===== src/complex_matrix_multiply_assert.svh =====
// ----------------------------------------------------------------------------
// Assertion macros for the complex matrix multiplier
// Implication checks on a clock with a synchronous active-low reset.
// ----------------------------------------------------------------------------
`ifndef COMPLEX_MATRIX_MULTIPLY_ASSERT_SVH
`define COMPLEX_MATRIX_MULTIPLY_ASSERT_SVH

// same-cycle implication
`define CMM_ASSERT_NOW(lbl, clk, rst_n, ante, cons, msg) \
  lbl: assert property (@(posedge clk) disable iff (!rst_n) (ante) |-> (cons)) \
    else $error(msg);

// next-cycle implication
`define CMM_ASSERT_NEXT(lbl, clk, rst_n, ante, cons, msg) \
  lbl: assert property (@(posedge clk) disable iff (!rst_n) (ante) |=> (cons)) \
    else $error(msg);

`endif


===== src/cmm_pkg.sv =====
// ----------------------------------------------------------------------------
// cmm_pkg
// Shared types and constants of the complex matrix multiplier.
// ----------------------------------------------------------------------------
package cmm_pkg;

  localparam int MAX_DIM_DEF   = 8;
  localparam int ELEM_BITS_DEF = 16;
  localparam int OUT_BITS      = 37;
  localparam int DIM_W         = 4;
  localparam int IDX_W         = 3;
  localparam int OUT_TDATA_W   = ((2 * IDX_W + 2 * OUT_BITS + 7) / 8) * 8;
  localparam int CFG_AW        = 4;
  localparam int CFG_DW        = 32;

  localparam logic [1:0] FUNC_LOAD_A  = 2'd0;
  localparam logic [1:0] FUNC_LOAD_B  = 2'd1;
  localparam logic [1:0] FUNC_COMPUTE = 2'd2;

  localparam logic [1:0] REG_ROWS_A    = 2'd0;
  localparam logic [1:0] REG_INNER_DIM = 2'd1;
  localparam logic [1:0] REG_COLS_B    = 2'd2;

  typedef enum logic [1:0] {
    ST_IDLE,
    ST_ISSUE,
    ST_WAIT,
    ST_OUT
  } cmm_state_t;

  typedef struct packed {
    logic vld;
    logic first;
    logic lastk;
  } cmm_tag_t;

  typedef struct packed {
    logic busy;
    logic fin;
  } cmm_mac_status_t;

endpackage


===== src/cmm_mac.sv =====
// ----------------------------------------------------------------------------
// cmm_mac
// Complex multiply-accumulate pipeline: products, combine, accumulate.
// ----------------------------------------------------------------------------
module cmm_mac
  import cmm_pkg::*;
#(
  parameter int ELEM_BITS = ELEM_BITS_DEF
) (
  input  logic                        clk,
  input  logic                        rst_n,
  input  logic [2*ELEM_BITS-1:0]      a_data,
  input  logic [2*ELEM_BITS-1:0]      b_data,
  input  cmm_tag_t                    tag_in,
  output logic signed [OUT_BITS-1:0]  acc_re,
  output logic signed [OUT_BITS-1:0]  acc_im,
  output cmm_mac_status_t             status
);

  localparam int PW = 2 * ELEM_BITS;

  logic signed [ELEM_BITS-1:0] a_re, a_im, b_re, b_im;
  logic signed [PW-1:0]        p_rr_r, p_ii_r, p_ri_r, p_ir_r;
  logic signed [OUT_BITS-1:0]  d_re_r, d_im_r;
  logic signed [OUT_BITS-1:0]  acc_re_r, acc_im_r;
  cmm_tag_t                    tag2_r, tag3_r;

  assign a_re = a_data[ELEM_BITS-1:0];
  assign a_im = a_data[PW-1:ELEM_BITS];
  assign b_re = b_data[ELEM_BITS-1:0];
  assign b_im = b_data[PW-1:ELEM_BITS];

  always_ff @(posedge clk) begin
    if (!rst_n) begin
      tag2_r <= '0;
      tag3_r <= '0;
    end else begin
      tag2_r <= tag_in;
      tag3_r <= tag2_r;
    end
  end

  always_ff @(posedge clk) begin
    p_rr_r <= a_re * b_re;
    p_ii_r <= a_im * b_im;
    p_ri_r <= a_re * b_im;
    p_ir_r <= a_im * b_re;
    d_re_r <= OUT_BITS'(p_rr_r) - OUT_BITS'(p_ii_r);
    d_im_r <= OUT_BITS'(p_ri_r) + OUT_BITS'(p_ir_r);
    if (tag3_r.vld) begin
      acc_re_r <= tag3_r.first ? d_re_r : acc_re_r + d_re_r;
      acc_im_r <= tag3_r.first ? d_im_r : acc_im_r + d_im_r;
    end
  end

  assign acc_re      = acc_re_r;
  assign acc_im      = acc_im_r;
  assign status.busy = tag2_r.vld | tag3_r.vld;
  assign status.fin  = tag3_r.vld & tag3_r.lastk;

endmodule

===== config.mk =====
export PLATFORM = sky130hd
export DESIGN_NAME = cmm_mac
export DESIGN_NICKNAME = d
export VERILOG_FILES = /design/src/complex_matrix_multiply_assert.svh /design/src/cmm_pkg.sv /design/src/cmm_mac.sv
export SDC_FILE = /design/constraint.sdc
export NUM_CORES = 2
export LEC_CHECK = 0
export BUFFER_PORTS_ARGS = -buffer_cell sky130_fd_sc_hd__buf_2
export CORE_UTILIZATION = 45
export CTS_CLUSTER_DIAMETER = 100
export DETAILED_ROUTE_END_ITERATION = 10
export GPL_ROUTABILITY_DRIVEN = 1
export HOLD_SLACK_MARGIN = 0.06
export PLACE_DENSITY = 0.66
export REMOVE_ABC_BUFFERS = 1
export SYNTH_ARGS = -nofsm -noshare
export SYNTH_HDL_FRONTEND = slang
export SYNTH_SLANG_ARGS = --single-unit

===== constraint.sdc =====
create_clock -name clk -period 11.97 [get_ports clk]
set_input_delay 1.197 -clock clk [delete_from_list [all_inputs] [get_ports clk]]
set_output_delay 1.197 -clock clk [all_outputs]
set_load 0.05 [all_outputs]

======== After elaboration in Yosys (flattened, before gate mapping) ========
Index checks and enable logic that the tools add are counted.
word-level totals
  register bits ........................... 274
  bits of input ports ..................... 69
  output and inout bits ................... 76
  logic and storage cells ................. 26
operators by class
  $add $sub $neg .......................... 4
  multiply operators ...................... 4
  mux-type cells .......................... 2
  bitwise logic cells ..................... 2
operator list
  cell                          count
  multiplier 16 x 16 -> 32 bit  4
  adder 37 x 33 -> 37 bit       2
  two-way mux 37 bit            2
  adder 32 x 32 -> 33 bit       1
  subtractor 32 x 32 -> 33 bit  1
  AND 1 bit                     1
  bitwise OR 1 bit              1

======== Longest topological paths before layout ========
  depth after elaboration ................. 2
  mapped depth ............................ 24
  mapped depth without buffers ............ 23

======== Worst setup path before layout ========
OpenSTA, ideal clock, no wires.
  path type ............................... input-to-reg
  start point ............................. in a_data[27]
  end point ............................... reg p_ii_r[31]
  library setup time ...................... 72 ps
  data arrival time ....................... 6872 ps
  required time ........................... 11898 ps
  path slack .............................. 5025 ps
  stages on the path ...................... 22
  path buffers ............................ 1
  cell sequence ........................... clkbuf_1 nand2_1 fa_1 fa_1 fa_1 inv_1 fa_1 fa_1 inv_1 fa_1 inv_1 ha_1 a21o_1 a21o_1 a21oi_1 nand2_1 o21ai_0 o41ai_1 o41ai_1 o2111ai_1 a21oi_1 xnor2_1
on the way
  longest elaborated chain between the ends .. 1
ends and longest elaborated chain
  element                       line           RTL
  from (decl)                   cmm_mac.sv:12  input logic [2*ELEM_BITS-1:0] a_data,
  multiplier 16 x 16 -> 32 bit  cmm_mac.sv:45  p_ii_r <= a_im * b_im;
  to (signal assigned)          cmm_mac.sv:45
  to (decl)                     cmm_mac.sv:23  logic signed [PW-1:0] p_rr_r, p_ii_r, p_ri_r, p_ir_r;
No other way between the ends.
A chain may end at the register's enable or synchronous reset.

======== Worst setup path after layout ========
  start point ............................. in a_data[31]
  end point ............................... reg p_ii_r[31]
The elaborated chain is that of the path after synthesis.

==> metrics.md <==
| Metric | Value |
|---|---|
| Outcome | `finished, violations left` |
| Failing checks | `DRC` |
| Top cells by count, synth | `inv_1, fa_1, nand2_1, and2_1, ha_1` |
| CTS max path bufs | `3` |
| Data arrival, critical path | `about 8 ns` |
| Fin. Hold Viols | `0` |
| Gate Count Post-Synth | `around 5700` |
| FFs w/ async S/R, synth | `0%` |
| Crit-path cells | `buf_2, nand2_1, inv_1, fa_1, fa_1, fa_1, fa_1, fa_1, inv_1, fa_1, inv_1, ha_1, nand2_1, or3_1, o41ai_1, o41ai_1, o2111ai_1, a21oi_1, xnor2_1` |
| Top-count cell post-synth | `inv_1` |
| Cell taking the most area after synthesis | `fa_1` |
| Slew margin rel. | `a little over a fifth` |
| Die width | `about 340 um` |
| Post-CTS sizing | `0` |
| Clock period minus final worst setup slack | `7.47 ns` |
| Port Buffers | `144` |
| Critical path type | `input port to register` |
| Period Utilization, post-route | `62.4%` |
| YS warnings | `0` |
| Finish-stage setup viols | `0` |
| Synth top area share | `about two fifths` |
| Total track usage | `23.3%` |
| HP Start | `tag2_r[0]` |
| Worst reg-to-reg setup slack | `between 7 and 8 ns` |
| Final Non-Filler Cells | `about 7200` |
| Syn avg cell area | `approximately 9.3 um2` |
| Clock Skew | `between 0.02 and 0.03 ns` |
| Reg2reg path depth | `12` |
| Worst hold endpoint | `tag3_r[0]` |
| CTS buffer count | `38` |
| Fmax | `about 0.13 GHz` |
| Pin count of the biggest net entering global routing | `98` |
| Num ports | `between 100 and 150` |
| Vias in the first global route | `between 40000 and 50000` |
| Area grow syn2layout | `6.28%` |
| First-pass GRT wire length | `between 200 and 250 mm` |
| Sequential area share after synthesis | `a little under an eighth` |
| 1st-iter DRT viols | `2109` |
| Post-Route WL | `129 mm` |
| Netlist Area Pre-Place | `roughly 0.053 mm2` |
| CP peak stage delay | `slightly above 0.9 ns` |
| Top cells by area, synth | `fa_1, ha_1, inv_1, dfxtp_1, and2_1` |
| Total negative setup slack | `0 ns` |
| RePlAce Congestion | `0.868` |
| Starting Density | `45.3%` |
| H-tree depth | `2` |
| Initial antenna violation count | `10` |
| RSZ-0062 raised after global routing | `false` |
| CP required | `between 10 and 15 ns` |
| # DRC | `4` |
| Clk slew on worst S/H paths | `0.05 ns` |
| Vias/cell | `~5.2` |
| CTS tree | `yes` |
| Clock tree root driver cell | `clkbuf_16` |
| Hold depth | `1` |
| Placed Cells incl. Taps | `between 7000 and 8000` |
| Critical Path Start Type | `input port` |
| Synth Flop Type | `dfxtp_1` |
| Core area | `roughly 0.12 mm2` |
| Most frequent cell on the critical path | `fa_1` |
| Post-synth EDFFs | `74` |
| Die area | `0.118 mm2` |
| Final max-slew violation count | `0` |
| Share of cells above drive strength 1 | `between 4 and 5%` |
| Filler Cell Count | `between 10000 and 15000` |
| HPWL Detailed | `~100 mm` |
| Slowest-stage cell, CP | `fa_1` |
| DP Area | `~0.055 mm2` |
| Flops & latches, synth | `around 270` |
| Routed WL per cell | `between 15 and 20 um` |
| Setup Buffers After CTS | `0` |
| CP max FO | `32` |
| R2R Path Start | `p_ii_r[10]` |
| Worst setup EP type | `register` |
| Clk Latency, worst-skew pair | `0.59 ns` |
| Remaining antenna violation count after routing | `0` |
| Max-Cap Viols | `0` |
| Routed vias | `around 37000` |
| 1st-pass router iterations | `8` |
| Worst-margin pin slew | `~1.2 ns` |
| CTS Hold Bufs | `0` |
| Sink Count | `about 270` |
| Row count | `approximately 130` |
| Die H | `between 300 and 400 um` |
| Grt ovf | `0` |
| HP Class | `register to register` |
| Reg2reg end | `d_re_r[29]` |
| Final net count | `~7200` |
| Finished Cell Area | `approximately 0.056 mm2` |
| Yosys cell types | `between 70 and 80` |
==> worst max-delay path by stage <==
stage / startpoint / endpoint / slack (ns) / cells past startpoint
after CTS: a_data[31] / p_ii_r[31] / 4.57 / 19
after detailed placement: a_data[31] / p_ii_r[31] / 3.96 / 19
after floorplan: b_data[31] / p_ii_r[31] / 5.19 / 21
after global placement: a_data[31] / p_ii_r[31] / 4.10 / 19
final: a_data[31] / p_ii_r[31] / 4.50 / 19
after global routing: a_data[31] / p_ii_r[31] / 4.04 / 21
==> flip-flops by register name, summed over array words and instances, names as in the netlist <==
| register | count |
|---|---|
| acc_im | 37 |
| acc_re | 37 |
| d_im_r | 33 |
| d_re_r | 33 |
| p_ii_r | 32 |
| p_ir_r | 32 |
| p_ri_r | 32 |
| p_rr_r | 32 |
| tag2_r | 3 |
| tag3_r | 3 |
==> area by class of cell <==
class / instances / area [um2] / area share [%]
antenna: 2 / 5.00 / 0.00896
clock buffer: 52 / 1100 / 1.96
clock inverter: 17 / 179 / 0.320
inverter: 1206 / 4530 / 8.10
multi-input combinational: 3965 / 41000 / 73.4
sequential: 274 / 6230 / 11.2
tap: 1524 / 1910 / 3.41
timing repair buffer: 167 / 893 / 1.60
==> worst max-delay path: cells and delay by family <==
family | cells | cell delay (ns)
AO/OA/AOI/OAI | 4 | 1.22
XOR/XNOR | 1 | 0.12
adder cells (fa/ha/maj) | 7 | 3.80
buffers and inverters | 4 | 0.84
AND/OR/NAND/NOR | 3 | 0.69
==> cell usage in the layout, fill, tap and decap left out, types with 29 or more instances in the layout <==
cell	n
nor2b_1	29
buf_2	144
xor2_1	65
nand2_1	610
and2_1	516
o21ai_0	162
fa_1	1052
ha_1	464
nand2b_1	46
a21o_1	104
dfxtp_1	198
nand3_1	31
inv_1	1205
o21bai_1	32
nor2_1	173
xnor2_1	192
a21oi_1	187
o21a_1	34
clkbuf_16	40
edfxtp_1	74
nor3_1	29
==> stage by stage <==
step           hold WS (ns)  util [%]  setup slack (ns)
4_1_cts               0.439      48.1              4.57
3_5_place_dp          0.423      47.0              3.96
5_1_grt               0.460      48.1              4.04
6_report              0.437      48.1              4.50
2_1_floorplan         0.412         -              5.19
3_3_place_gp          0.416      47.0              4.10
==> cell families after synthesis <==
kind of cell,Yosys count,synth area share [%]
adder cells (fa/ha/maj),1516,51.1
AND/OR/NAND/NOR,1518,14.3
buffers and inverters,1415,10.1
flip-flops,274,11.8
XOR/XNOR,257,4.28
AO/OA/AOI/OAI,668,8.26
multiplexers,6,0.124
==> routing by layer <==
layer  up-vias  track usage (%)  wire length, um
met3       158             3.49             7920
met4        12             9.08             5730
met1     19031             30.5            54900
met5         -                0               91
li1      17285                -                -
met2       997             38.7            60600
Power is not shown: default switching activity piles up to over one toggle a cycle in this logic, so the estimate is an artifact.
